### config.mk
export PLATFORM = sky130hd
export DESIGN_NAME = lscr_cell
export DESIGN_NICKNAME = d
export VERILOG_FILES = /design/src/rtl/lscr_pkg.sv /design/src/rtl/lscr_cell.sv
export SDC_FILE = /design/constraint.sdc
export NUM_CORES = 1
export LEC_CHECK = 0
export ABC_AREA = 1
export BUFFER_PORTS_ARGS = -buffer_cell sky130_fd_sc_hd__buf_2
export CAP_MARGIN = 30
export CELL_PAD_IN_SITES_DETAIL_PLACEMENT = 0
export CELL_PAD_IN_SITES_GLOBAL_PLACEMENT = 2
export CORE_ASPECT_RATIO = 1.1
export CORE_MARGIN = 1
export CORE_UTILIZATION = 25
export CTS_BUF_LIST = sky130_fd_sc_hd__clkbuf_16
export DETAILED_ROUTE_END_ITERATION = 7
export GPL_ROUTABILITY_DRIVEN = 0
export PLACE_DENSITY = 0.86
export SLEW_MARGIN = 20
export SYNTH_ARGS = -nofsm -noshare
export SYNTH_HDL_FRONTEND = slang
export SYNTH_SLANG_ARGS = --single-unit
### constraint.sdc
create_clock -name clock -period 2.4 [get_ports clock]
set_input_delay 0.24 -clock clock [delete_from_list [all_inputs] [get_ports clock]]
set_output_delay 0.24 -clock clock [all_outputs]
set_load 0.01 [all_outputs]
### src/rtl/lscr_pkg.sv
// Shared types and constants for the slot cache unit.
// Used by lscr_cell and the top level; no dependencies.
`default_nettype none
package lscr_pkg;

   localparam int SLOTS_DEFAULT = 64;
   localparam int SLOTS_MAX     = 256;
   localparam logic [6:0] SPAN_RESET = 7'd64;

   // operation codes
   localparam logic [2:0] OP_LOOKUP  = 3'd0;
   localparam logic [2:0] OP_ALLOC   = 3'd1;
   localparam logic [2:0] OP_RELEASE = 3'd2;
   localparam logic [2:0] OP_REVIVE  = 3'd3;
   localparam logic [2:0] OP_PROBE   = 3'd4;
   localparam logic [2:0] OP_CLEAR   = 3'd5;

   // status codes
   localparam logic [1:0] ST_OK       = 2'd0;
   localparam logic [1:0] ST_MISS     = 2'd1;
   localparam logic [1:0] ST_DUP      = 2'd2;

   typedef enum logic [1:0] {
      REC_NONE,
      REC_REMOVE,
      REC_PUSH,
      REC_CLEAR
   } rec_type;

   // search results carried along the chain; indices and ranks sized for SLOTS_MAX
   typedef struct packed {
      logic        act_hit;
      logic [7:0]  act_idx;
      logic        act_mem;
      logic [7:0]  act_rank;
      logic        fm_hit;
      logic [7:0]  fm_idx;
      logic [7:0]  fm_rank;
      logic        old_hit;
      logic [7:0]  old_idx;
      logic [7:0]  old_rank;
      logic        vic_hit;
      logic [7:0]  vic_idx;
      logic [7:0]  vic_rank;
      logic [63:0] vic_tag;
      logic        tm_hit;
      logic [7:0]  tm_idx;
      logic [63:0] tm_tag;
      logic [8:0]  free_cnt;
   } cand_type;

   // state update broadcast to every cell
   typedef struct packed {
      logic [7:0]  sel;
      logic        take;
      logic [7:0]  take_rank;
      logic        add;
      logic [7:0]  add_rank;
      rec_type     rec;
      logic        rec_mem;
      logic [7:0]  rec_rank;
      logic        set_tag;
      logic [63:0] tag;
   } cmd_type;

endpackage
`default_nettype wire

### src/rtl/lscr_cell.sv
// One slot of the pool: tag, free-order and recency state, and one search stage.
// Depends on lscr_pkg.
`default_nettype none
module lscr_cell #(
   parameter int SLOTS = lscr_pkg::SLOTS_DEFAULT,
   parameter int IDX   = 0
) (
   input  wire logic                       clock,
   input  wire logic                       reset,
   input  wire logic [$clog2(SLOTS+1)-1:0] span,
   input  wire logic [63:0]                scan_tag,
   input  wire lscr_pkg::cand_type         cand_prev,
   output      lscr_pkg::cand_type         cand_next,
   input  wire logic                       cmd_valid,
   input  wire lscr_pkg::cmd_type          cmd
);
   localparam int IW = (SLOTS > 1) ? $clog2(SLOTS) : 1;
   localparam int SW = $clog2(SLOTS+1);

   logic [63:0]   tag_ff,   tag_in;
   logic          active_ff, active_in;
   logic [IW-1:0] frank_ff, frank_in;
   logic [IW-1:0] rrank_ff, rrank_in;
   logic          mem_ff,   mem_in;
   lscr_pkg::cand_type cand_ff, cand_in;

   logic       en, match, is_sel;
   logic [7:0] frank8, rrank8, idx8;

   assign idx8   = 8'(IDX);
   assign frank8 = 8'(frank_ff);
   assign rrank8 = 8'(rrank_ff);
   assign en     = SW'(IDX) < span;
   assign match  = tag_ff == scan_tag;
   assign is_sel = cmd.sel == idx8;

   always_comb begin
      cand_in = cand_prev;
      if (en && active_ff && match && !cand_prev.act_hit) begin
         cand_in.act_hit  = 1'b1;
         cand_in.act_idx  = idx8;
         cand_in.act_mem  = mem_ff;
         cand_in.act_rank = rrank8;
      end
      if (en && !active_ff && match && (!cand_prev.fm_hit || frank8 > cand_prev.fm_rank)) begin
         cand_in.fm_hit  = 1'b1;
         cand_in.fm_idx  = idx8;
         cand_in.fm_rank = frank8;
      end
      if (en && !active_ff && (!cand_prev.old_hit || frank8 < cand_prev.old_rank)) begin
         cand_in.old_hit  = 1'b1;
         cand_in.old_idx  = idx8;
         cand_in.old_rank = frank8;
      end
      if (en && active_ff && mem_ff && (!cand_prev.vic_hit || rrank8 > cand_prev.vic_rank)) begin
         cand_in.vic_hit  = 1'b1;
         cand_in.vic_idx  = idx8;
         cand_in.vic_rank = rrank8;
         cand_in.vic_tag  = tag_ff;
      end
      if (en && active_ff && (!cand_prev.tm_hit || tag_ff > cand_prev.tm_tag)) begin
         cand_in.tm_hit = 1'b1;
         cand_in.tm_idx = idx8;
         cand_in.tm_tag = tag_ff;
      end
      // free count runs over the whole pool, not just the span
      if (!active_ff) cand_in.free_cnt = cand_prev.free_cnt + 9'd1;
   end

   always_comb begin
      tag_in    = tag_ff;
      active_in = active_ff;
      frank_in  = frank_ff;
      rrank_in  = rrank_ff;
      mem_in    = mem_ff;
      if (cmd_valid) begin
         if (cmd.take) begin
            if (is_sel) begin
               active_in = 1'b1;
               frank_in  = '0;
            end else if (!active_ff && frank8 > cmd.take_rank) begin
               frank_in = frank_ff - IW'(1);
            end
         end
         if (cmd.add && is_sel) begin
            active_in = 1'b0;
            frank_in  = IW'(cmd.add_rank);
         end
         case (cmd.rec)
            lscr_pkg::REC_REMOVE: begin
               if (is_sel) begin
                  mem_in   = 1'b0;
                  rrank_in = '0;
               end else if (cmd.rec_mem && mem_ff && rrank8 > cmd.rec_rank) begin
                  rrank_in = rrank_ff - IW'(1);
               end
            end
            lscr_pkg::REC_PUSH: begin
               if (is_sel) begin
                  mem_in   = 1'b1;
                  rrank_in = '0;
               end else if (mem_ff && (!cmd.rec_mem || rrank8 < cmd.rec_rank)) begin
                  rrank_in = rrank_ff + IW'(1);
               end
            end
            lscr_pkg::REC_CLEAR: begin
               mem_in   = 1'b0;
               rrank_in = '0;
            end
            default: ;
         endcase
         if (cmd.set_tag && is_sel) tag_in = cmd.tag;
      end
   end

   always_ff @(posedge clock) begin
      if (reset) begin
         tag_ff    <= '1;
         active_ff <= 1'b0;
         frank_ff  <= IW'(IDX);
         rrank_ff  <= '0;
         mem_ff    <= 1'b0;
         cand_ff   <= '0;
      end else begin
         tag_ff    <= tag_in;
         active_ff <= active_in;
         frank_ff  <= frank_in;
         rrank_ff  <= rrank_in;
         mem_ff    <= mem_in;
         cand_ff   <= cand_in;
      end
   end

   assign cand_next = cand_ff;

endmodule
`default_nettype wire

==> metrics.md, run 1 <==
| Metric | Value |
|---|---|
| Result of the run | `finished with violations` |
| Failing checks | `negative setup slack` |
| Vias in the first global route | `16300` |
| CP required | `2.87 ns` |
| Vias | `16400` |
| Routed Antenna Nets | `0` |
| Die Y | `251 um` |
| Slew headroom | `45.2%` |
| Dpl cell area | `18400 um2` |
| Tmin final | `2.45 ns` |
| Clock sinks | `293` |
| Die area | `57500 um2` |
| 1st-pass router iterations | `5` |
| Synth Area per Inst | `7.39 um2` |
| Worst-Margin Slew | `0.822 ns` |
| Post-synth ARST share | `0%` |
| Share of layout cells above drive strength 1 | `32.5%` |
| Sequential cell area | `5930 um2` |
| Filler cells | `5708` |
| CP Class | `in -> reg` |
| Max Cap Violations | `0` |
| Clk slew on worst S/H paths | `0.06 ns` |
| Initial antenna violation count | `6` |
| CTS tree | `yes` |
| Period utilization | `102%` |
| CTS buffer count | `36` |
| Average wire per standard cell | `19.0 um` |
| Synth Instances | `1914` |
| FF+latch count, synth | `293` |
| I/O pin count | `606` |
| Final hold slack | `0.0443 ns` |
| GRT Util Overall | `21.5%` |
| Reg2reg path depth | `14` |
| Port Buffers | `603` |
| Congestion Overflow GR | `0` |
| Sequential share of the synthesized area | `41.5%` |
| CP Launch Point | `cand_prev[62]` |
| Initial Utilization | `25.2%` |
| CP max FO | `8` |
| Core Rows | `91` |
| Cell area after layout | `23400 um2` |
| H-tree levels | `2` |
| Drt drc | `0` |
| R2r startpoint | `tag_ff[21]` |
| Fin. max-slew vios | `0` |
| CP startpoint kind | `input port` |
| First-pass GRT wire length | `94900 um` |
| Synth cell types | `41` |
| Multi-input gate area | `7660 um2` |
| Synth area leaders | `dfxtp_1 41%, ha_1 8.6%, nand3_1 8.0%` |
| Clock Path Buffers | `3` |
| Area Overhead vs Synth | `65.6%` |
| Final count of negative-setup-slack endpoints | `19` |
| Crit. End Element | `register` |
| DR iter-0 viols | `873` |
| Final Hold Viols | `0` |
| Worst EP arrival | `2.92 ns` |
| Cell accounting for the most synthesized area | `dfxtp_1` |
| Pin count of the biggest net entering global routing | `139` |
| Worst vdd ir | `0.000514 V` |
| Synth Net Count | `2402` |
| Synth warnings | `0` |
| Primary FF master, synth | `dfxtp_1` |
| Nets@finish | `3308` |
| Worst Slack Setup Final | `-0.0515 ns` |
| Top-area cell type share of the netlist area | `41.5%` |
| Final Util | `41.8%` |
| Max Fclk | `408 MHz` |
| Reg2reg end | `cand_next[76]` |
| Drt total wl | `68200 um` |
| Critical path endpoint | `cand_next[76]` |
| R2R setup slack | `-0.05 ns` |
| Pleak | `12.1 nW` |
| Mapped cell area | `14100 um2` |
| Setup TNS | `-0.299 ns` |
| EDFF count, synth | `0` |
| Die X | `229 um` |
| Clk root buf | `clkbuf_16` |
| Core ar. | `56000 um2` |
| Unrepaired setup endpoints after global routing | `yes` |
| Worst-Skew Late Latency | `0.54 ns` |
| Final HPWL DP | `48700 um` |
| Pwr Total | `12.6 mW` |
| Worst hold path class | `in -> reg` |
| Layout Skew | `0.0195 ns` |
| Power Density | `538 nW/um2` |
| Number of vias per cell | `4.56` |
[synth_stat cells, types with 16 or more instances]
| library cell | n |
|---|---|
| nand2_1 | 287 |
| nor2_1 | 203 |
| ha_1 | 97 |
| inv_1 | 249 |
| buf_2 | 16 |
| nand4_1 | 29 |
| a21oi_1 | 201 |
| xnor2_1 | 23 |
| o21ai_0 | 96 |
| nand3_1 | 225 |
| xor2_1 | 35 |
| dfxtp_1 | 293 |
| clkbuf_1 | 59 |
[worst min path at each step]
stage | start | to | slack, ns | cells past startpoint
after global routing | cmd[49] | tag_ff[49] | 0.02 | 3
after floorplan | cand_prev[154] | cand_next[154] | 0.35 | 2
after CTS | cmd[93] | active_ff | 0.007 | 3
final | cmd[49] | tag_ff[49] | 0.04 | 3
after global placement | cand_prev[176] | cand_next[176] | 0.45 | 3
after detailed placement | cand_prev[194] | cand_next[194] | 0.46 | 3
[per-layer routing]
metal  GRT usage [%]  vias up  share of wire [%]
met1            24.6     7574                 40
met3            4.00      125                5.9
met2            40.6      620                 51
li1                -     8047                  -
met4            5.83        4                3.1
met5               0        -              0.045
[power breakdown]
part           internal [mW]  switching (mW)
clock network           3.12            2.29
logic                   1.04            1.04
registers               5.04          0.0587
total                   9.20            3.38
[metrics by stage]
| step | std cells | setup WS (ns) |
|---|---|---|
| 2_1_floorplan | 1914 | 0.505 |
| 3_3_place_gp | 3248 | -0.215 |
| 3_5_place_dp | 3248 | -0.233 |
| 4_1_cts | 3577 | 0.00831 |
| 5_1_grt | 3591 | -0.124 |
| 6_report | 3591 | -0.0515 |
[cells in the final DEF (no fill, tap or decap), types with 5 or more instances in the layout]
cell type / instances
inv_1: 244
buf_4: 77
dlymetal6s4s_1: 11
o21a_1: 6
a21oi_1: 174
a21oi_2: 22
o22ai_1: 7
nand4_1: 29
nor3_1: 12
dfxtp_1: 262
clkinv_1: 7
o21ai_0: 93
ha_4: 21
buf_12: 9
inv_2: 17
nand2_8: 5
clkinv_2: 6
o21ai_1: 11
a21oi_4: 5
nand2_4: 8
nand3_1: 207
buf_2: 587
dfxtp_2: 22
ha_1: 76
nor2_4: 8
nand3_2: 17
dlygate4sd3_1: 256
nor2_1: 187
xnor2_1: 22
nand2_2: 16
nor2_2: 14
xor2_1: 35
clkbuf_16: 47
dfxtp_4: 9
nand2_1: 266
[final cells by class]
class	count	area share, %
inverter	259	4.24
clock inverter	25	0.871
timing repair buffer	958	28.9
multi-input combinational	1272	32.7
tap	744	3.98
clock buffer	37	3.95
antenna	3	0.0321
sequential	293	25.3
[cells by family (layout without fill, tap and decap cells)]
group | count (synthesis) | count (layout) | share of synthesized area [%]
AO/OA/AOI/OAI | 336 | 337 | 12.6
XOR/XNOR | 58 | 58 | 3.59
adder cells (fa/ha/maj) | 97 | 97 | 8.58
buffers and inverters | 353 | 1279 | 10.1
flip-flops | 293 | 293 | 41.5
other | 0 | 3 | 0
AND/OR/NAND/NOR | 777 | 780 | 23.7
[state kept, by name, indices dropped and copies added (netlist names)]
register   count
frank_ff       6
mem_ff         1
tag_ff        64
active_ff      1
rrank_ff       6
cand_next    215
[critical path, stage by stage]
cell and delay [ns]:
dlygate4sd3_1 0.59, inv_1 0.10, ha_4 0.28, nand2_2 0.07
nor4_4 0.31, nand2_4 0.11, nor2_4 0.12, nand4_1 0.21
nand2_8 0.23, nand2_4 0.15, buf_12 0.21, nand2_4 0.08
nand2_8 0.09, nor2_2 0.11
[timing repair]
item,4_1_cts,5_1_grt
endpoints found under the hold margin,266,0
gates resized for setup,14,197
pin swaps,2,39
buffers inserted,0,6
hold buffers,267,0
gates cloned,0,20
setup endpoints to repair,93,141
No activity file was read; power rests on OpenSTA's default activity.
==> run 2, diff against run 1 <==
==> constraint.sdc (replaced) <==
create_clock -name clock -period 2.5 [get_ports clock]
set_input_delay 0.25 -clock clock [delete_from_list [all_inputs] [get_ports clock]]
set_output_delay 0.25 -clock clock [all_outputs]
set_load 0.01 [all_outputs]
==> run 2 against run 1 <==
  * Via count fell by 1.8%
  * Final area fell by 3.1%
  * Non-clock buffer count fell by 23
  * Highest routed layer unchanged
  * Die area did not move
  * Critical endpoint is now cand_next[71]
  * Sequential power fell by 4%
  * Global-route usage rose by 0.17 points
  * Worst setup slack improved by 0.14 ns
  * Combinational power fell by 11%
  * Clock skew rose by 0.013 ns
  * The run now ends clean
  * Clock-buffer cell count rose by 1
  * Critical path depth rose by 4
==> metrics.md, run 2 (synthesis gave the netlist of run 1 again) <==
| Metric | Value |
|---|---|
| CTS tree | `yes (unchanged)` |
| Unrepaired setup endpoints after global routing | `yes (unchanged)` |
| CP Class | `in -> reg (unchanged)` |
| Layout Skew | `0.0322 ns (was 0.0195 ns)` |
| Area Overhead vs Synth | `60.4% (was 65.6%)` |
| I/O pin count | `606 (unchanged)` |
| Initial antenna violation count | `11 (was 6)` |
| Clock Path Buffers | `3 (unchanged)` |
| Pre-CTS setup slack | `-0.253 ns (was -0.233 ns)` |
| Final count of negative-setup-slack endpoints | `0 (was 19)` |
| Max Cap Violations | `0 (unchanged)` |
| DR iter-0 viols | `803 (was 873)` |
| Clk root buf | `clkbuf_16 (unchanged)` |
| Core Rows | `91 (unchanged)` |
| CP max FO | `8 (unchanged)` |
| Number of vias per cell | `4.51 (was 4.56)` |
| Worst-Skew Late Latency | `0.56 ns (was 0.54 ns)` |
| Drt drc | `0 (unchanged)` |
| Worst Slack Setup Final | `0.0891 ns (was -0.0515 ns)` |
| Final Hold Viols | `0 (unchanged)` |
| Clk slew on worst S/H paths | `0.06 ns (about the same)` |
| Cell area after layout | `22700 um2 (was 23400 um2)` |
| Max Fclk | `415 MHz` |
| Period utilization | `96.4%` |
| Result of the run | `finished, final reports clean (was finished with violations)` |
| Average wire per standard cell | `18.1 um (was 19.0 um)` |
| Vias in the first global route | `16300 (about the same)` |
| Worst EP arrival | `2.86 ns (was 2.92 ns)` |
| Crit. End Element | `register (unchanged)` |
| Worst-Margin Slew | `0.811 ns (was 0.822 ns)` |
| CP startpoint kind | `input port (unchanged)` |
| Initial Utilization | `25.2% (unchanged)` |
| Die area | `57500 um2 (unchanged)` |
| Clock sinks | `293 (unchanged)` |
| Congestion Overflow GR | `0 (unchanged)` |
| Leading cell type in the layout, fill and taps excluded | `buf_2 (unchanged)` |
| Power Density | `537 nW/um2 (was 538 nW/um2)` |
| Pleak | `11.8 nW (was 12.1 nW)` |
| Die Y | `251 um (unchanged)` |
| Tmin final | `2.41 ns` |
| 1st-pass router iterations | `5 (unchanged)` |
| Drt total wl | `64700 um (was 68200 um)` |
| CTS buffer count | `36 (unchanged)` |
| Max reg flops | `215 (unchanged)` |
| Port Buffers | `603 (unchanged)` |
| First-pass GRT wire length | `95000 um (was 94900 um)` |
| Core ar. | `56000 um2 (unchanged)` |
| Die X | `229 um (unchanged)` |
| Slew headroom | `46.0% (was 45.2%)` |
| Nets@finish | `3282 (was 3308)` |
| Share of layout cells above drive strength 1 | `29.1% (was 32.5%)` |
| Dpl cell area | `18300 um2 (was 18400 um2)` |
| Commonest cells after routing, fill and taps aside | `599 x buf_2, 279 x nand2_1, 269 x dfxtp_1 (was 587 x buf_2, 266 x nand2_1, 262 x dfxtp_1)` |
| Worst hold path class | `in -> reg (unchanged)` |
| Pin count of the biggest net entering global routing | `139 (unchanged)` |
| H-tree levels | `2 (unchanged)` |
| Routed Antenna Nets | `0 (unchanged)` |
| Final HPWL DP | `48300 um (was 48700 um)` |
| GRT Util Overall | `21.7% (was 21.5%)` |
| Vias | `16100 (was 16400)` |
| Pwr Total | `12.2 mW (was 12.6 mW)` |
| CP required | `2.95 ns (was 2.87 ns)` |
| Fin. max-slew vios | `0 (unchanged)` |
| Worst vdd ir | `0.000483 V (was 0.000514 V)` |
run 2: worst paths after layout:
kind	start	end	slack, ns	depth (start not counted)
worst max-delay path	cand_prev[66]	cand_next[71]	0.09	18
worst min register to register	tag_ff[29]	tag_ff[29]	0.49	2
worst min-delay path	cand_prev[0]	cand_next[0]	0.04	3
worst max register to register	tag_ff[59]	cand_next[71]	0.15	15
run 2: area by class of cell:
class | instances | area (um2)
multi-input combinational | 1269 | 7170
fill | 5793 | 33300
clock inverter | 25 | 245
inverter | 259 | 985
sequential | 293 | 5910
antenna | 6 | 15.0
timing repair buffer | 935 | 6470
clock buffer | 38 | 951
tap | 744 | 931
run 2: timing repair:
action | 4_1_cts | 5_1_grt
endpoints found under the hold margin | 264 | 0
gates resized for setup | 18 | 76
pin swaps | 3 | 26
gates cloned | 2 | 3
setup buffers | 0 | 6
endpoints found under the setup margin | 75 | 120
hold buffers | 265 | 0
run 2: per-stage QoR:
stage	utilization, %	hold WS [ns]	setup TNS [ns]	std cells
finish	40.5	0.0393	0	3569
global route	40.5	0.0155	-0.568	3568
CTS	39.7	0.00224	0	3557
detailed placement	32.6	0.469	-12.09	3227
global placement	32.6	0.463	-14.16	3227
floorplan	-	0.362	0	1914
run 2: routing by layer:
metal  global-route usage, %  vias to the layer above  wire length (um)
met5                       0                        -                81
met4                    7.65                       12              2110
met3                    4.59                      113              4000
met2                    39.8                      560             32700
met1                    24.7                     7407             25800
li1                        -                     7988                 -
run 2: power breakdown:
part | total, mW | switching, mW | leakage, nW | internal, mW
logic | 1.85 | 0.916 | 8.77 | 0.937
registers | 4.91 | 0.0580 | 2.41 | 4.85
clock network | 5.42 | 2.17 | 0.611 | 3.25
total | 12.2 | 3.15 | 11.8 | 9.04
run 2: critical path: stages:
cell and delay, ns:
dlygate4sd3_1 0.54, buf_2 0.13, inv_1 0.09, ha_4 0.21
nand2_1 0.06, inv_1 0.04, o21ai_1 0.11, a21oi_1 0.09
nor2_2 0.17, nand2_2 0.12, a21oi_4 0.16, nand2_1 0.08
nand2_2 0.12, nand2_8 0.14, buf_12 0.18, clkbuf_16 0.17
a21oi_1 0.13, nor2_1 0.06
